`config.mk`:
```
export PLATFORM = sky130hd
export DESIGN_NAME = rsa_modular_exponentiation
export DESIGN_NICKNAME = d
export VERILOG_FILES = /design/src/rtl/rme_pkg.sv /design/src/rtl/rsa_modular_exponentiation.sv /design/src/rtl/rme_mulmod.sv /design/src/rtl/rme_reduce.sv
export SDC_FILE = /design/constraint.sdc
export NUM_CORES = 1
export LEC_CHECK = 0
export ABC_AREA = 0
export BUFFER_PORTS_ARGS = -buffer_cell sky130_fd_sc_hd__buf_4
export CORE_MARGIN = 10
export CORE_UTILIZATION = 35
export DETAILED_ROUTE_END_ITERATION = 10
export PLACE_DENSITY_LB_ADDON = 0.05
export SLEW_MARGIN = 15
export SYNTH_ARGS = -nofsm -noshare
export SYNTH_HDL_FRONTEND = slang
export SYNTH_SLANG_ARGS = --single-unit
```
`constraint.sdc`:
```
create_clock -name clk_i -period 9.4 [get_ports clk_i]
set_clock_uncertainty 0.1 [all_clocks]
set_input_delay 0.94 -clock clk_i [delete_from_list [all_inputs] [get_ports clk_i]]
set_output_delay 0.94 -clock clk_i [all_outputs]
set_load 0.005 [all_outputs]
```
`src/rtl/rme_pkg.sv`:
```
// shared constants for the modular exponentiation block
// no dependencies
package rme_pkg;

  localparam int unsigned WordBits = 32;
  localparam int unsigned CfgIdxBits = 2;

  localparam logic [CfgIdxBits-1:0] RegModulus = 2'd0;
  localparam logic [CfgIdxBits-1:0] RegPubExp  = 2'd1;
  localparam logic [CfgIdxBits-1:0] RegPrivExp = 2'd2;

  localparam logic CmdEncrypt = 1'b0;
  localparam logic CmdDecrypt = 1'b1;

  localparam longint unsigned ModulusReset = 14;
  localparam longint unsigned PubExpReset  = 5;
  localparam longint unsigned PrivExpReset = 11;

endpackage

```
`src/rtl/rsa_modular_exponentiation.sv`:
```
// modular exponentiation: left-to-right square-and-multiply over bit-serial units
// (a modulus below 2 gives result 0 with no computation); the run time is set by the
// serial multiplier: a square and at most one multiply per exponent bit, an advance
// step per exponent bit, plus the input reduction
// one item at a time; the next item is taken once the block is back in idle after its result
// reset (async, active low) loads modulus 14, exponents 5 and 11 and empties the block
module rsa_modular_exponentiation #(
  parameter int unsigned WORD_BITS = rme_pkg::WordBits
) (
  input  logic                           clk_i,
  input  logic                           rst_ni,
  input  logic                           in_valid_i,
  output logic                           in_stall_o,
  input  logic                           cmd_i,
  input  logic [WORD_BITS-1:0]           message_value_i,
  output logic                           out_valid_o,
  input  logic                           out_stall_i,
  output logic [WORD_BITS-1:0]           result_value_o,
  input  logic                           cfg_we_i,
  input  logic [rme_pkg::CfgIdxBits-1:0] cfg_idx_i,
  input  logic [WORD_BITS-1:0]           cfg_data_i
);
  localparam int unsigned CntBits = $clog2(WORD_BITS + 1);

  typedef enum logic [5:0] {
    StIdle = 6'b000001,
    StRed  = 6'b000010,
    StSq   = 6'b000100,
    StMul  = 6'b001000,
    StNext = 6'b010000,
    StOut  = 6'b100000
  } state_e;

  state_e state_q, state_d;
  logic [WORD_BITS-1:0] mod_q, pub_q, priv_q;
  logic [WORD_BITS-1:0] base_q, base_d, acc_q, acc_d, exp_q, exp_d, res_q, res_d;
  logic [WORD_BITS-1:0] mul_b;
  logic [CntBits-1:0]   bit_q, bit_d;
  logic                 cmd_q, cmd_d, red_start, mul_start, mul_first_q, mul_first_d;
  logic                 red_done, mul_done;
  logic [WORD_BITS-1:0] red_r, mul_r;

  // configuration registers
  always_ff @(posedge clk_i or negedge rst_ni) begin
    if (!rst_ni) begin
      mod_q  <= WORD_BITS'(rme_pkg::ModulusReset);
      pub_q  <= WORD_BITS'(rme_pkg::PubExpReset);
      priv_q <= WORD_BITS'(rme_pkg::PrivExpReset);
    end else if (cfg_we_i) begin
      unique case (cfg_idx_i)
        rme_pkg::RegModulus: mod_q  <= cfg_data_i;
        rme_pkg::RegPubExp:  pub_q  <= cfg_data_i;
        rme_pkg::RegPrivExp: priv_q <= cfg_data_i;
        default: ;
      endcase
    end
  end

  // reduction starts on the accepting edge, straight from the input port
  rme_reduce #(.WordBits(WORD_BITS)) u_reduce (
    .clk_i, .rst_ni, .start_i(red_start), .x_i(message_value_i), .m_i(mod_q),
    .done_o(red_done), .r_o(red_r)
  );

  assign mul_b = (state_q == StSq) ? acc_q : base_q;
  rme_mulmod #(.WordBits(WORD_BITS)) u_mulmod (
    .clk_i, .rst_ni, .start_i(mul_start), .a_i(acc_q), .b_i(mul_b), .m_i(mod_q),
    .done_o(mul_done), .r_o(mul_r)
  );

  assign in_stall_o = (state_q != StIdle);
  assign out_valid_o = (state_q == StOut);
  assign result_value_o = res_q;

  // sequencer
  always_comb begin
    state_d = state_q;
    base_d = base_q; acc_d = acc_q; exp_d = exp_q; res_d = res_q;
    bit_d = bit_q; cmd_d = cmd_q;
    mul_first_d = 1'b0;
    red_start = 1'b0;
    mul_start = mul_first_q;
    unique case (state_q)
      StIdle: if (in_valid_i) begin
        cmd_d = cmd_i;
        if (mod_q < WORD_BITS'(2)) begin
          res_d = '0;
          state_d = StOut;
        end else begin
          state_d = StRed;
          red_start = 1'b1;
        end
      end
      StRed: begin
        if (red_done) begin
          base_d = red_r;
          acc_d  = WORD_BITS'(1);
          exp_d  = (cmd_q == rme_pkg::CmdDecrypt) ? priv_q : pub_q;
          bit_d  = CntBits'(WORD_BITS);
          mul_first_d = 1'b1;
          state_d = StSq;
        end
      end
      StSq: if (mul_done) begin
        acc_d = mul_r;
        if (exp_q[WORD_BITS-1]) begin
          mul_first_d = 1'b1;
          state_d = StMul;
        end else begin
          state_d = StNext;
        end
      end
      StMul: if (mul_done) begin
        acc_d = mul_r;
        state_d = StNext;
      end
      StNext: begin
        exp_d = {exp_q[WORD_BITS-2:0], 1'b0};
        bit_d = bit_q - 1'b1;
        if (bit_q == CntBits'(1)) begin
          res_d = acc_q;
          state_d = StOut;
        end else begin
          mul_first_d = 1'b1;
          state_d = StSq;
        end
      end
      StOut: if (!out_stall_i) begin
        state_d = StIdle;
        acc_d = '0; exp_d = '0; bit_d = '0;
      end
      default: state_d = StIdle;
    endcase
  end

  always_ff @(posedge clk_i or negedge rst_ni) begin
    if (!rst_ni) begin
      state_q <= StIdle;
      mul_first_q <= 1'b0;
      bit_q <= '0;
      exp_q <= '0;
      acc_q <= '0;
    end else begin
      state_q <= state_d;
      mul_first_q <= mul_first_d;
      bit_q <= bit_d;
      exp_q <= exp_d;
      acc_q <= acc_d;
    end
  end

  always_ff @(posedge clk_i) begin
    base_q <= base_d;
    res_q <= res_d;
    cmd_q <= cmd_d;
  end
endmodule

```
`src/rtl/rme_mulmod.sv`:
```
// bit-serial modular multiplier: one double-and-add step per cycle
// depends on rme_pkg
module rme_mulmod #(
  parameter int unsigned WordBits = rme_pkg::WordBits
) (
  input  logic                clk_i,
  input  logic                rst_ni,
  input  logic                start_i,
  input  logic [WordBits-1:0] a_i,
  input  logic [WordBits-1:0] b_i,
  input  logic [WordBits-1:0] m_i,
  output logic                done_o,
  output logic [WordBits-1:0] r_o
);
  localparam int unsigned CntBits = $clog2(WordBits + 1);

  logic [WordBits-1:0] r_q, r_d, b_q, b_d, a_q, a_d;
  logic [CntBits-1:0]  cnt_q, cnt_d;
  logic                busy_q, busy_d, done_q, done_d;
  logic [WordBits-1:0] r2, room;

  // add_mod helper: (x + y) mod m for x, y below m
  function automatic logic [WordBits-1:0] add_mod(
    input logic [WordBits-1:0] x, input logic [WordBits-1:0] y,
    input logic [WordBits-1:0] m);
    logic [WordBits-1:0] rm;
    rm = m - y;
    return (x >= rm) ? (x - rm) : (x + y);
  endfunction

  // one step: double then conditionally add, msb of b first
  always_comb begin
    r2     = add_mod(r_q, r_q, m_i);
    room   = add_mod(r2, a_q, m_i);
    r_d    = r_q;
    b_d    = b_q;
    a_d    = a_q;
    cnt_d  = cnt_q;
    busy_d = busy_q;
    done_d = 1'b0;
    if (start_i) begin
      r_d    = '0;
      a_d    = a_i;
      b_d    = b_i;
      cnt_d  = CntBits'(WordBits);
      busy_d = 1'b1;
    end else if (busy_q) begin
      r_d   = b_q[WordBits-1] ? room : r2;
      b_d   = {b_q[WordBits-2:0], 1'b0};
      cnt_d = cnt_q - 1'b1;
      if (cnt_q == CntBits'(1)) begin
        busy_d = 1'b0;
        done_d = 1'b1;
      end
    end
  end

  // control registers
  always_ff @(posedge clk_i or negedge rst_ni) begin
    if (!rst_ni) begin
      busy_q <= 1'b0;
      done_q <= 1'b0;
      cnt_q  <= '0;
    end else begin
      busy_q <= busy_d;
      done_q <= done_d;
      cnt_q  <= cnt_d;
    end
  end

  // datapath registers
  always_ff @(posedge clk_i) begin
    r_q <= r_d;
    b_q <= b_d;
    a_q <= a_d;
  end

  assign done_o       = done_q;
  assign r_o          = r_q;
endmodule

```
`src/rtl/rme_reduce.sv`:
```
// bit-serial reduction of the input word modulo the modulus
// depends on rme_pkg
module rme_reduce #(
  parameter int unsigned WordBits = rme_pkg::WordBits
) (
  input  logic                clk_i,
  input  logic                rst_ni,
  input  logic                start_i,
  input  logic [WordBits-1:0] x_i,
  input  logic [WordBits-1:0] m_i,
  output logic                done_o,
  output logic [WordBits-1:0] r_o
);
  localparam int unsigned CntBits = $clog2(WordBits + 1);

  logic [WordBits-1:0] r_q, r_d, x_q, x_d;
  logic [WordBits:0]   sh;
  logic [CntBits-1:0]  cnt_q, cnt_d;
  logic                busy_q, busy_d, done_q, done_d;

  // restoring remainder, one bit of x per cycle
  always_comb begin
    sh     = {r_q, x_q[WordBits-1]};
    r_d    = r_q;
    x_d    = x_q;
    cnt_d  = cnt_q;
    busy_d = busy_q;
    done_d = 1'b0;
    if (start_i) begin
      r_d    = '0;
      x_d    = x_i;
      cnt_d  = CntBits'(WordBits);
      busy_d = 1'b1;
    end else if (busy_q) begin
      r_d   = (sh >= {1'b0, m_i}) ? WordBits'(sh - {1'b0, m_i}) : sh[WordBits-1:0];
      x_d   = {x_q[WordBits-2:0], 1'b0};
      cnt_d = cnt_q - 1'b1;
      if (cnt_q == CntBits'(1)) begin
        busy_d = 1'b0;
        done_d = 1'b1;
      end
    end
  end

  always_ff @(posedge clk_i or negedge rst_ni) begin
    if (!rst_ni) begin
      busy_q <= 1'b0;
      done_q <= 1'b0;
      cnt_q  <= '0;
    end else begin
      busy_q <= busy_d;
      done_q <= done_d;
      cnt_q  <= cnt_d;
    end
  end

  always_ff @(posedge clk_i) begin
    r_q <= r_d;
    x_q <= x_d;
  end

  assign done_o = done_q;
  assign r_o    = r_q;
endmodule

```
==> metrics.md, run 1 <==
| Metric | Value |
|---|---|
| Outcome | completed |
| Synth Cell Area | 0.0271 sq mm |
| Via Count | 22200 |
| Final setup vio count | 0 |
| Ratio of cells with drive above 1 in the final layout | 16.1% |
| Synth warn | 0 |
| Mux cell area share after synthesis | 6.30% |
| Clk Latency, worst-skew pair | 0.62 ns |
| Antenna diodes | 0 |
| Register-to-Register Path Depth | 43 |
| Clock buffer depth | 3 |
| Largest net degree at the start of global routing | 71 |
| Clk sinks | 414 |
| Predominant post-synthesis flop cell | dfrtp_1 |
| Final-report max-slew violation count | 0 |
| Critical path launch point type | register |
| Worst-path clk slew | 0.07 ns |
| Avg Synthesized Cell Area | 9.33 sq um |
| FF-to-FF End | u_mulmod.r_o[1] |
| CTS root buf | clkbuf_16 |
| Max Clock Freq | 112 MHz |
| CP endpoint kind | register |
| Initial antenna violation count | 0 |
| Gr ovfl total | 0 |
| GPL Wtd Cong | 0.934 |
| Syn Nets | 3163 |
| Routed vias/inst | 5.42 |
| Post-Syn Instances | 2903 |
| Hold crit path type | input pin to async pin |
| Die area | 0.0889 sq mm |
| Worst-Margin Slew | 1.24 ns |
| Minimum clock period | 8.90 ns |
| Synth Area in Adders | 9.33% |
| Total GRT Usage | 19.6% |
| CTS H-tree depth | 2 |
| Reg2reg setup slack | 0.50 ns |
| Die Span Y | 298 um |
| Number of enable flip-flop cells after synthesis | 161 |
| Initial Util | 35.5% |
| Simple-gate area share of the yosys netlist | 15.0% |
| Seq cells post-synth | 414 |
| Inserted Clock Buffers | 49 |
| Post-synthesis compound-gate area fraction | 19.5% |
| CP max-delay cell | fa_1 |
| Width of the die | 298 um |
| Num rows | 101 |
| WL/cell | 22.0 um |
| Post-synth ARST share | 45.7% |
| CTS tree | done |
| Main combinational cell family by area after synthesis | compound AO/OA/AOI/OAI gates |
| DR DRC count | 0 |
| Post-CTS Hold Buffers | 0 |
| Crit path largest cell delay | 0.40 ns |
| Fin crit share | 94.7% |
| Post-synthesis sequential area ratio | 40.1% |
| WS Path Type | register to register |
| Req. time, crit path | 9.78 ns |
| Estimated wirelength of the detail-placed design | 69500 um |
| DRT Wirelength | 90400 um |
| Tightest hold margin | 0.237 ns |
| Buffers on Ports | 105 |
| First-pass GRT wire length | 137000 um |
| Max-capacitance violation count | 0 |
| Core Area | 0.0763 sq mm |
| Distinct cells, synth | 100 |
| Fin nets | 3292 |
| Post-Synth XOR/XNOR Area | 5.69% |
| I/O Pins | 106 |
| FF-to-FF Start | mod_q[0] |
| Worst-path fanout max | 22 |
| Slew HR | 17.0% |
| Post-route ant nets | 0 |
| CP arrival | 9.28 ns |
| CP most frequent cell | a21o_1 |
| Initial detailed-routing violation count | 1723 |
| Synthesis-to-layout area growth | 15.4% |
| DR pass1 iterations | 5 |
| Vias in the first global route | 22300 |
| Final hold vios | 0 |
[how the worst max path moves through the flow]
stage	endpoint	from
after floorplan	u_mulmod.r_o[31]	mod_q[0]
after global placement	u_mulmod.r_o[31]	mod_q[0]
after detailed placement	u_mulmod.r_o[31]	mod_q[0]
after CTS	u_mulmod.r_o[31]	mod_q[0]
after global routing	u_mulmod.r_o[1]	mod_q[0]
final	u_mulmod.r_o[1]	mod_q[0]
[kinds of logic (layout without fill, tap and decap cells)]
family / Yosys count / in the layout
muxes: 154 / 154
DFF: 414 / 414
and+or+nand+nor: 867 / 867
buffers and inverters: 294 / 464
AOI/OAI and AO/OA: 796 / 796
xor gates and xnor gates: 176 / 176
adders and majority gates: 202 / 202
[flip-flops by register name, indices dropped and copies added (netlist names), 6 cells and up]
name,flops
acc_q,32
base_q,32
bit_q,6
exp_q,32
mod_q,32
priv_q,32
pub_q,32
result_value_o,32
state_q,6
u_mulmod.a_q,32
u_mulmod.b_q,32
u_mulmod.cnt_q,6
u_mulmod.r_o,32
u_reduce.cnt_q,6
u_reduce.r_o,32
u_reduce.x_q,32
[synthesized netlist by cell type, types with 55 or more instances]
master / n / area [sq um]
mux2_2: 132 / 1490
ha_1: 184 / 2300
nand2_1: 254 / 953
a31oi_1: 55 / 344
xnor2_1: 113 / 990
inv_1: 184 / 691
xor2_1: 63 / 552
clkbuf_1: 90 / 338
a21oi_1: 196 / 981
dfrtp_1: 180 / 4500
dfxtp_1: 64 / 1280
a21o_1: 70 / 526
o21ai_0: 153 / 766
edfxtp_1: 161 / 4830
nor2_1: 291 / 1090
[layout make-up]
| cell class | count | area, sq um |
|---|---|---|
| flip-flops and latches | 414 | 10900 |
| well taps | 1030 | 1290 |
| multi-input cells | 2195 | 15300 |
| clock inverters | 16 | 200 |
| repair buffers | 186 | 1480 |
| fillers | 7661 | 45100 |
| clock buffers | 76 | 1390 |
| inverters | 186 | 698 |
[placed cells by master, fill, tap and decap left out, drive strengths merged, types with 21 or more instances in the layout]
cell    netlist  layout
a21o         70      70
nand4        21      21
and2         51      51
inv         186     187
ha          184     184
a21oi       198     198
a31oi        55      55
xnor2       113     113
nand2b       32      32
nor2b        22      22
dfrtp       180     180
xor2         63      63
o21ai       170     170
mux2i        22      22
nand3        50      50
mux2        132     132
nor3         41      41
nand2       255     255
buf          18     183
nor2        293     293
o31ai        40      40
edfxtp      161     161
a211oi       50      50
clkbuf       90      79
dfxtp        64      64
a221oi       34      34
o21bai       26      26
[what timing repair did]
| item | CTS | global route |
|---|---|---|
| resized for setup | 1 | 45 |
| buffers inserted | 0 | 11 |
| pin swaps | 0 | 14 |
| gates cloned | 0 | 2 |
| setup endpoints to repair | 1 | 32 |
[critical path: cells and delay by family (launching register included)]
kind / cells / cell delay, ns
flip-flops: 1 / 0.37
XOR/XNOR: 1 / 0.09
adder cells (fa/ha/maj): 4 / 1.30
AO/OA/AOI/OAI: 26 / 5.33
buffers and inverters: 3 / 0.32
multiplexers: 2 / 0.51
AND/OR/NAND/NOR: 7 / 0.71
[routing by layer]
layer	vias to the layer above	part of all wire [%]	track usage, %
li1	10800	-	-
met1	10900	47	27.5
met2	447	46	31.6
met3	89	4.2	2.24
met4	0	2.3	4.81
met5	-	0	0
[through the flow]
stage	TNS (ns)	util, %	cells	worst slack (ns)	instance area, sq um
6_report	0	40.9	4103	0.499	31200
5_1_grt	-0.0384	40.9	4103	-0.0358	31200
3_5_place_dp	-0.152	38.4	3998	-0.152	29300
2_1_floorplan	0	-	2903	0.534	27100
4_1_cts	0	40.5	4090	0.00986	30900
3_3_place_gp	-0.0232	38.4	3998	-0.0232	29300
Power of run 1 is left out: the tool's default activity adds up to more than one toggle a clock period on the data nets, which glitch-free logic cannot reach.
==> run 2, diff against run 1 <==
--- a/config.mk
+++ b/config.mk
@@ -7,6 +7,8 @@
 export LEC_CHECK = 0
 export ABC_AREA = 0
 export BUFFER_PORTS_ARGS = -buffer_cell sky130_fd_sc_hd__buf_4
+export CELL_PAD_IN_SITES_DETAIL_PLACEMENT = 1
+export CELL_PAD_IN_SITES_GLOBAL_PLACEMENT = 1
 export CORE_MARGIN = 10
 export CORE_UTILIZATION = 35
 export DETAILED_ROUTE_END_ITERATION = 10
==> metrics.md, run 2 (same netlist as run 1, synthesis figures left out) <==
| Metric | Value |
|---|---|
| Inserted Clock Buffers | 49 (unchanged) |
| DR pass1 iterations | 5 (unchanged) |
| First-pass GRT wire length | 147000 um (+7.4%) |
| CP endpoint kind | register |
| DRT Wirelength | 95400 um (+5.6%) |
| CP arrival | 9.22 ns (-0.06 ns) |
| Crit path largest cell delay | 0.72 ns (+0.32 ns) |
| I/O Pins | 106 (unchanged) |
| Fin crit share | 94.2% (-0.53 points) |
| WL/cell | 23.2 um (+5.2%) |
| Die area | 0.0889 sq mm (unchanged) |
| Worst-path clk slew | 0.06 ns (about the same) |
| Pre-CTS WS | -0.307 ns (-0.155 ns) |
| Final WS setup | 0.549 ns (+0.0503 ns) |
| Most common cell after layout, fill and taps aside | nor2_1 |
| Clk sinks | 414 (unchanged) |
| Estimated wirelength of the detail-placed design | 74800 um (+7.5%) |
| Largest net degree at the start of global routing | 86 (+21%) |
| Antenna diodes | 0 (unchanged) |
| Outcome | completed |
| Most frequent cells in the layout | 287 x nor2_1, 254 x nand2_1, 197 x buf_4, 186 x a21oi_1, 184 x inv_1 |
| WS Path Type | register to register |
| FILL cells | 8760 (+14%) |
| Slew HR | 24.9% (+7.8 points) |
| CTS tree | done |
| Total GRT Usage | 20.9% (+1.4 points) |
| Minimum clock period | 8.85 ns (-0.0503 ns) |
| Worst-Margin Slew | 1.13 ns (-0.114 ns) |
| DR DRC count | 0 (unchanged) |
| Clock buffer depth | 3 (unchanged) |
| Req. time, crit path | 9.77 ns (about the same) |
| Routed vias/inst | 5.48 (+1.1%) |
| CTS H-tree depth | 2 (unchanged) |
| Gr ovfl total | 0 (unchanged) |
| Critical path launch point type | register |
| Worst-path fanout max | 7 (-68%) |
| Hold crit path type | input pin to async pin |
| Initial antenna violation count | 2 (+2) |
| Vias in the first global route | 24100 (+8.1%) |
| Max Clock Freq | 113 MHz (+0.57%) |
| Initial Util | 35.5% (unchanged) |
| Core Area | 0.0763 sq mm (unchanged) |
| Final setup vio count | 0 (unchanged) |
| Width of the die | 298 um (unchanged) |
| Via Count | 22600 (+1.4%) |
| Register-to-Register Path Depth | 38 (-12%) |
| Max-capacitance violation count | 0 (unchanged) |
| GPL Wtd Cong | 0.886 (-5.1%) |
| Ratio of cells with drive above 1 in the final layout | 16.5% (+0.44 points) |
| Post-route ant nets | 0 (unchanged) |
| Clk Latency, worst-skew pair | 0.61 ns (about the same) |
| Final hold vios | 0 (unchanged) |
| Initial detailed-routing violation count | 1262 (-27%) |
| Synthesis-to-layout area growth | 15.9% |
| Final-report max-slew violation count | 0 (unchanged) |
| Die Span Y | 298 um (unchanged) |
| CP most frequent cell | a21oi_1 |
| Buffers on Ports | 105 (unchanged) |
| Num rows | 101 (unchanged) |
| CTS root buf | clkbuf_16 |
| CP max-delay cell | dfstp_4 |
| Fin nets | 3309 (+0.52%) |
## run 2: changes by cell type in the layout (fill, tap and decap cells not counted), moves of 3 or more
cell      before  now
buf_4        179  197
clkbuf_1      21   18
clkbuf_8       7   10
clkinv_2       6    3
o21ai_2        7    4
## run 2: area by class of cell
type | instances | area (sq um) | area share (%)
clock buffer | 76 | 1420 | 4.52
clock inverter | 14 | 211 | 0.674
inverter | 186 | 698 | 2.22
multi-input combinational | 2195 | 15300 | 48.8
sequential | 414 | 10900 | 34.6
tap | 1030 | 1290 | 4.11
timing repair buffer | 203 | 1580 | 5.03
## run 2: final timing paths
path,start,endpoint,slack (ns)
min,rst_ni,pub_q[24],0.30
max in group asynchronous,rst_ni,u_reduce.busy_q,6.92
min in group clk_i,priv_q[5],priv_q[5],0.40
max,mod_q[1],u_mulmod.r_o[31],0.55
max reg2reg,mod_q[1],u_mulmod.r_o[31],0.55
min reg2reg,priv_q[5],priv_q[5],0.40
## run 2: worst max-delay path: cells and delay by family (launching register included)
kind / cells / cell delay [ns]
buffers and inverters: 1 / 0.17
adder cells (fa/ha/maj): 3 / 0.95
flip-flops: 1 / 0.72
AO/OA/AOI/OAI: 23 / 4.91
XOR/XNOR: 2 / 0.26
multiplexers: 1 / 0.36
AND/OR/NAND/NOR: 8 / 1.26
## run 2: per-layer routing
layer | track usage, % | up-vias | routed length (um)
li1 | - | 10800 | -
met1 | 29.0 | 11300 | 46200
met2 | 34.1 | 350 | 43700
met3 | 2.40 | 116 | 3040
met4 | 5.54 | 0 | 2480
met5 | 0 | - | 0
## run 2: timing repair
| action | CTS | global route |
|---|---|---|
| buffers inserted | 0 | 4 |
| cloned | 0 | 1 |
| gates resized for setup | 9 | 34 |
| pin swaps | 0 | 13 |
| setup endpoints to repair | 31 | 32 |
| hold buffers | 0 | 0 |
## run 2: metrics by stage
stage	hold WS [ns]	std cells	TNS [ns]	area, sq um	utilization [%]
detailed placement	0.387	4023	-4.80	29500	38.7
floorplan	0.333	2903	0	27100	-
CTS	0.325	4113	0	31200	40.9
global route	0.344	4118	-0.00832	31400	41.1
global placement	0.382	4023	-0.0122	29500	38.7
finish	0.297	4118	0	31400	41.1
Power of run 2 is left out for the same reason.
==> run 3, diff against run 2 <==
--- a/config.mk
+++ b/config.mk
@@ -7,8 +7,8 @@
 export LEC_CHECK = 0
 export ABC_AREA = 0
 export BUFFER_PORTS_ARGS = -buffer_cell sky130_fd_sc_hd__buf_4
-export CELL_PAD_IN_SITES_DETAIL_PLACEMENT = 1
-export CELL_PAD_IN_SITES_GLOBAL_PLACEMENT = 1
+export CELL_PAD_IN_SITES_DETAIL_PLACEMENT = 2
+export CELL_PAD_IN_SITES_GLOBAL_PLACEMENT = 2
 export CORE_MARGIN = 10
 export CORE_UTILIZATION = 35
 export DETAILED_ROUTE_END_ITERATION = 10
==> metrics.md, run 3 (same netlist as run 1, synthesis figures left out) <==
| Metric | Value |
|---|---|
| Gr ovfl total | 0 (unchanged) |
| Core Area | 0.0763 sq mm (unchanged) |
| GPL Wtd Cong | 0.884 (-0.23%) |
| Initial Util | 35.5% (unchanged) |
| Worst-path fanout max | 16 (+9) |
| FF+latch area | 0.0109 sq mm (unchanged) |
| Buffers on Ports | 105 (unchanged) |
| Worst-Margin Slew | 1.04 ns (-0.0905 ns) |
| Clk Latency, worst-skew pair | 0.60 ns (about the same) |
| DR DRC count | 0 (unchanged) |
| I/O Pins | 106 (unchanged) |
| DR pass1 iterations | 5 (unchanged) |
| Num rows | 101 (unchanged) |
| Worst-path clk slew | 0.06 ns (about the same) |
| Inserted Clock Buffers | 49 (unchanged) |
| Final setup vio count | 0 (unchanged) |
| Fin nets | 3302 (-0.21%) |
| Req. time, crit path | 9.77 ns (about the same) |
| Final WS setup | 0.414 ns (-0.136 ns) |
| Pre-CTS WS | -0.326 ns (-0.0189 ns) |
| CP most frequent cell | a21oi_1 |
| WS Path Type | register to register |
| Initial detailed-routing violation count | 1085 (-14%) |
| Outcome | completed |
| Area of the multi-input gates | 0.0154 sq mm (+0.24%) |
| Post-route ant nets | 0 (unchanged) |
| Clk sinks | 414 (unchanged) |
| CP endpoint kind | register |
| Minimum clock period | 8.99 ns (+0.136 ns) |
| CTS tree | done |
| CP max-delay cell | dfstp_4 |
| Most frequent cells in the layout | 287 x nor2_1, 253 x nand2_1, 190 x buf_4, 184 x a21oi_1, 183 x inv_1 |
| Width of the die | 298 um (unchanged) |
| Synthesis-to-layout area growth | 15.8% |
| Via Count | 22900 (+1.4%) |
| Ratio of cells with drive above 1 in the final layout | 16.7% (+0.22 points) |
| Total GRT Usage | 22.0% (+1.1 points) |
| Max Clock Freq | 111 MHz (-1.5%) |
| DRT Wirelength | 101000 um (+5.5%) |
| Most common cell after layout, fill and taps aside | nor2_1 |
| Hold crit path type | input pin to async pin |
| Antenna diodes | 0 (unchanged) |
| CP arrival | 9.35 ns (+0.13 ns) |
| Die area | 0.0889 sq mm (unchanged) |
| Slew HR | 31.0% (+6.1 points) |
| CTS root buf | clkbuf_16 |
| WL/cell | 24.5 um (+5.6%) |
| Largest net degree at the start of global routing | 81 (-5.8%) |
| Final hold vios | 0 (unchanged) |
| Die Span Y | 298 um (unchanged) |
| Critical path launch point type | register |
| Post-CTS Hold Buffers | 0 (unchanged) |
| Max-capacitance violation count | 0 (unchanged) |
| Estimated wirelength of the detail-placed design | 78800 um (+5.4%) |
| FILL cells | 8297 (-5.3%) |
| First-pass GRT wire length | 155000 um (+5.6%) |
| Vias in the first global route | 25200 (+4.7%) |
| Tightest hold margin | 0.232 ns (-0.0646 ns) |
| Clock buffer depth | 3 (unchanged) |
| CTS H-tree depth | 2 (unchanged) |
| Final-report max-slew violation count | 0 (unchanged) |
| Initial antenna violation count | 1 (-1) |
| Fin crit share | 95.6% (+1.4 points) |
| Crit path largest cell delay | 0.72 ns (about the same) |
| Routed vias/inst | 5.56 (+1.6%) |
-- run 3: layout make-up --
class,count,area share (%)
multi-input combinational,2195,49.0
timing repair buffer,196,4.88
sequential,414,34.7
clock inverter,25,0.822
inverter,186,2.23
tap,1030,4.11
clock buffer,67,4.29
-- run 3: final timing paths --
kind,start,end,slack [ns],cells after the start
max,mod_q[1],u_mulmod.r_o[1],0.41,41
min,rst_ni,bit_q[1],0.23,1
max reg2reg,mod_q[1],u_mulmod.r_o[1],0.41,41
min reg2reg,priv_q[29],priv_q[29],0.40,1
max in group asynchronous,rst_ni,mod_q[29],7.54,2
min in group clk_i,in_valid_i,state_q[0],0.39,2
-- run 3: per-layer routing --
layer / GRT usage (%) / wire length (um) / up-vias
li1: - / - / 10800
met1: 29.8 / 47400 / 11700
met2: 37.3 / 48100 / 273
met3: 2.11 / 2750 / 100
met4: 5.40 / 2380 / 0
met5: 0 / 0 / -
-- run 3: through the flow --
step                instance area, sq um  TNS (ns)  util [%]  instances
global route                       31400    -0.137      41.1       4113
finish                             31400         0      41.1       4113
global placement                   29400   -0.0558      38.5       4008
floorplan                          27100         0         -       2903
detailed placement                 29400     -3.90      38.5       4008
CTS                                31000         0      40.7       4100
-- run 3: timing repair --
action	4_1_cts	5_1_grt
gates resized for setup	8	52
endpoints found under the hold margin	0	0
setup buffers	0	12
pin swaps	2	18
gates cloned	0	1
endpoints found under the setup margin	28	32
-- run 3: critical path: cells and delay by family (launching register included) --
family	cells	cell delay, ns
AND/OR/NAND/NOR	9	1.27
XOR/XNOR	1	0.10
multiplexers	2	0.51
AO/OA/AOI/OAI	21	4.33
flip-flops	1	0.72
adder cells (fa/ha/maj)	3	0.98
buffers and inverters	5	0.80
Power of run 3 is left out for the same reason.
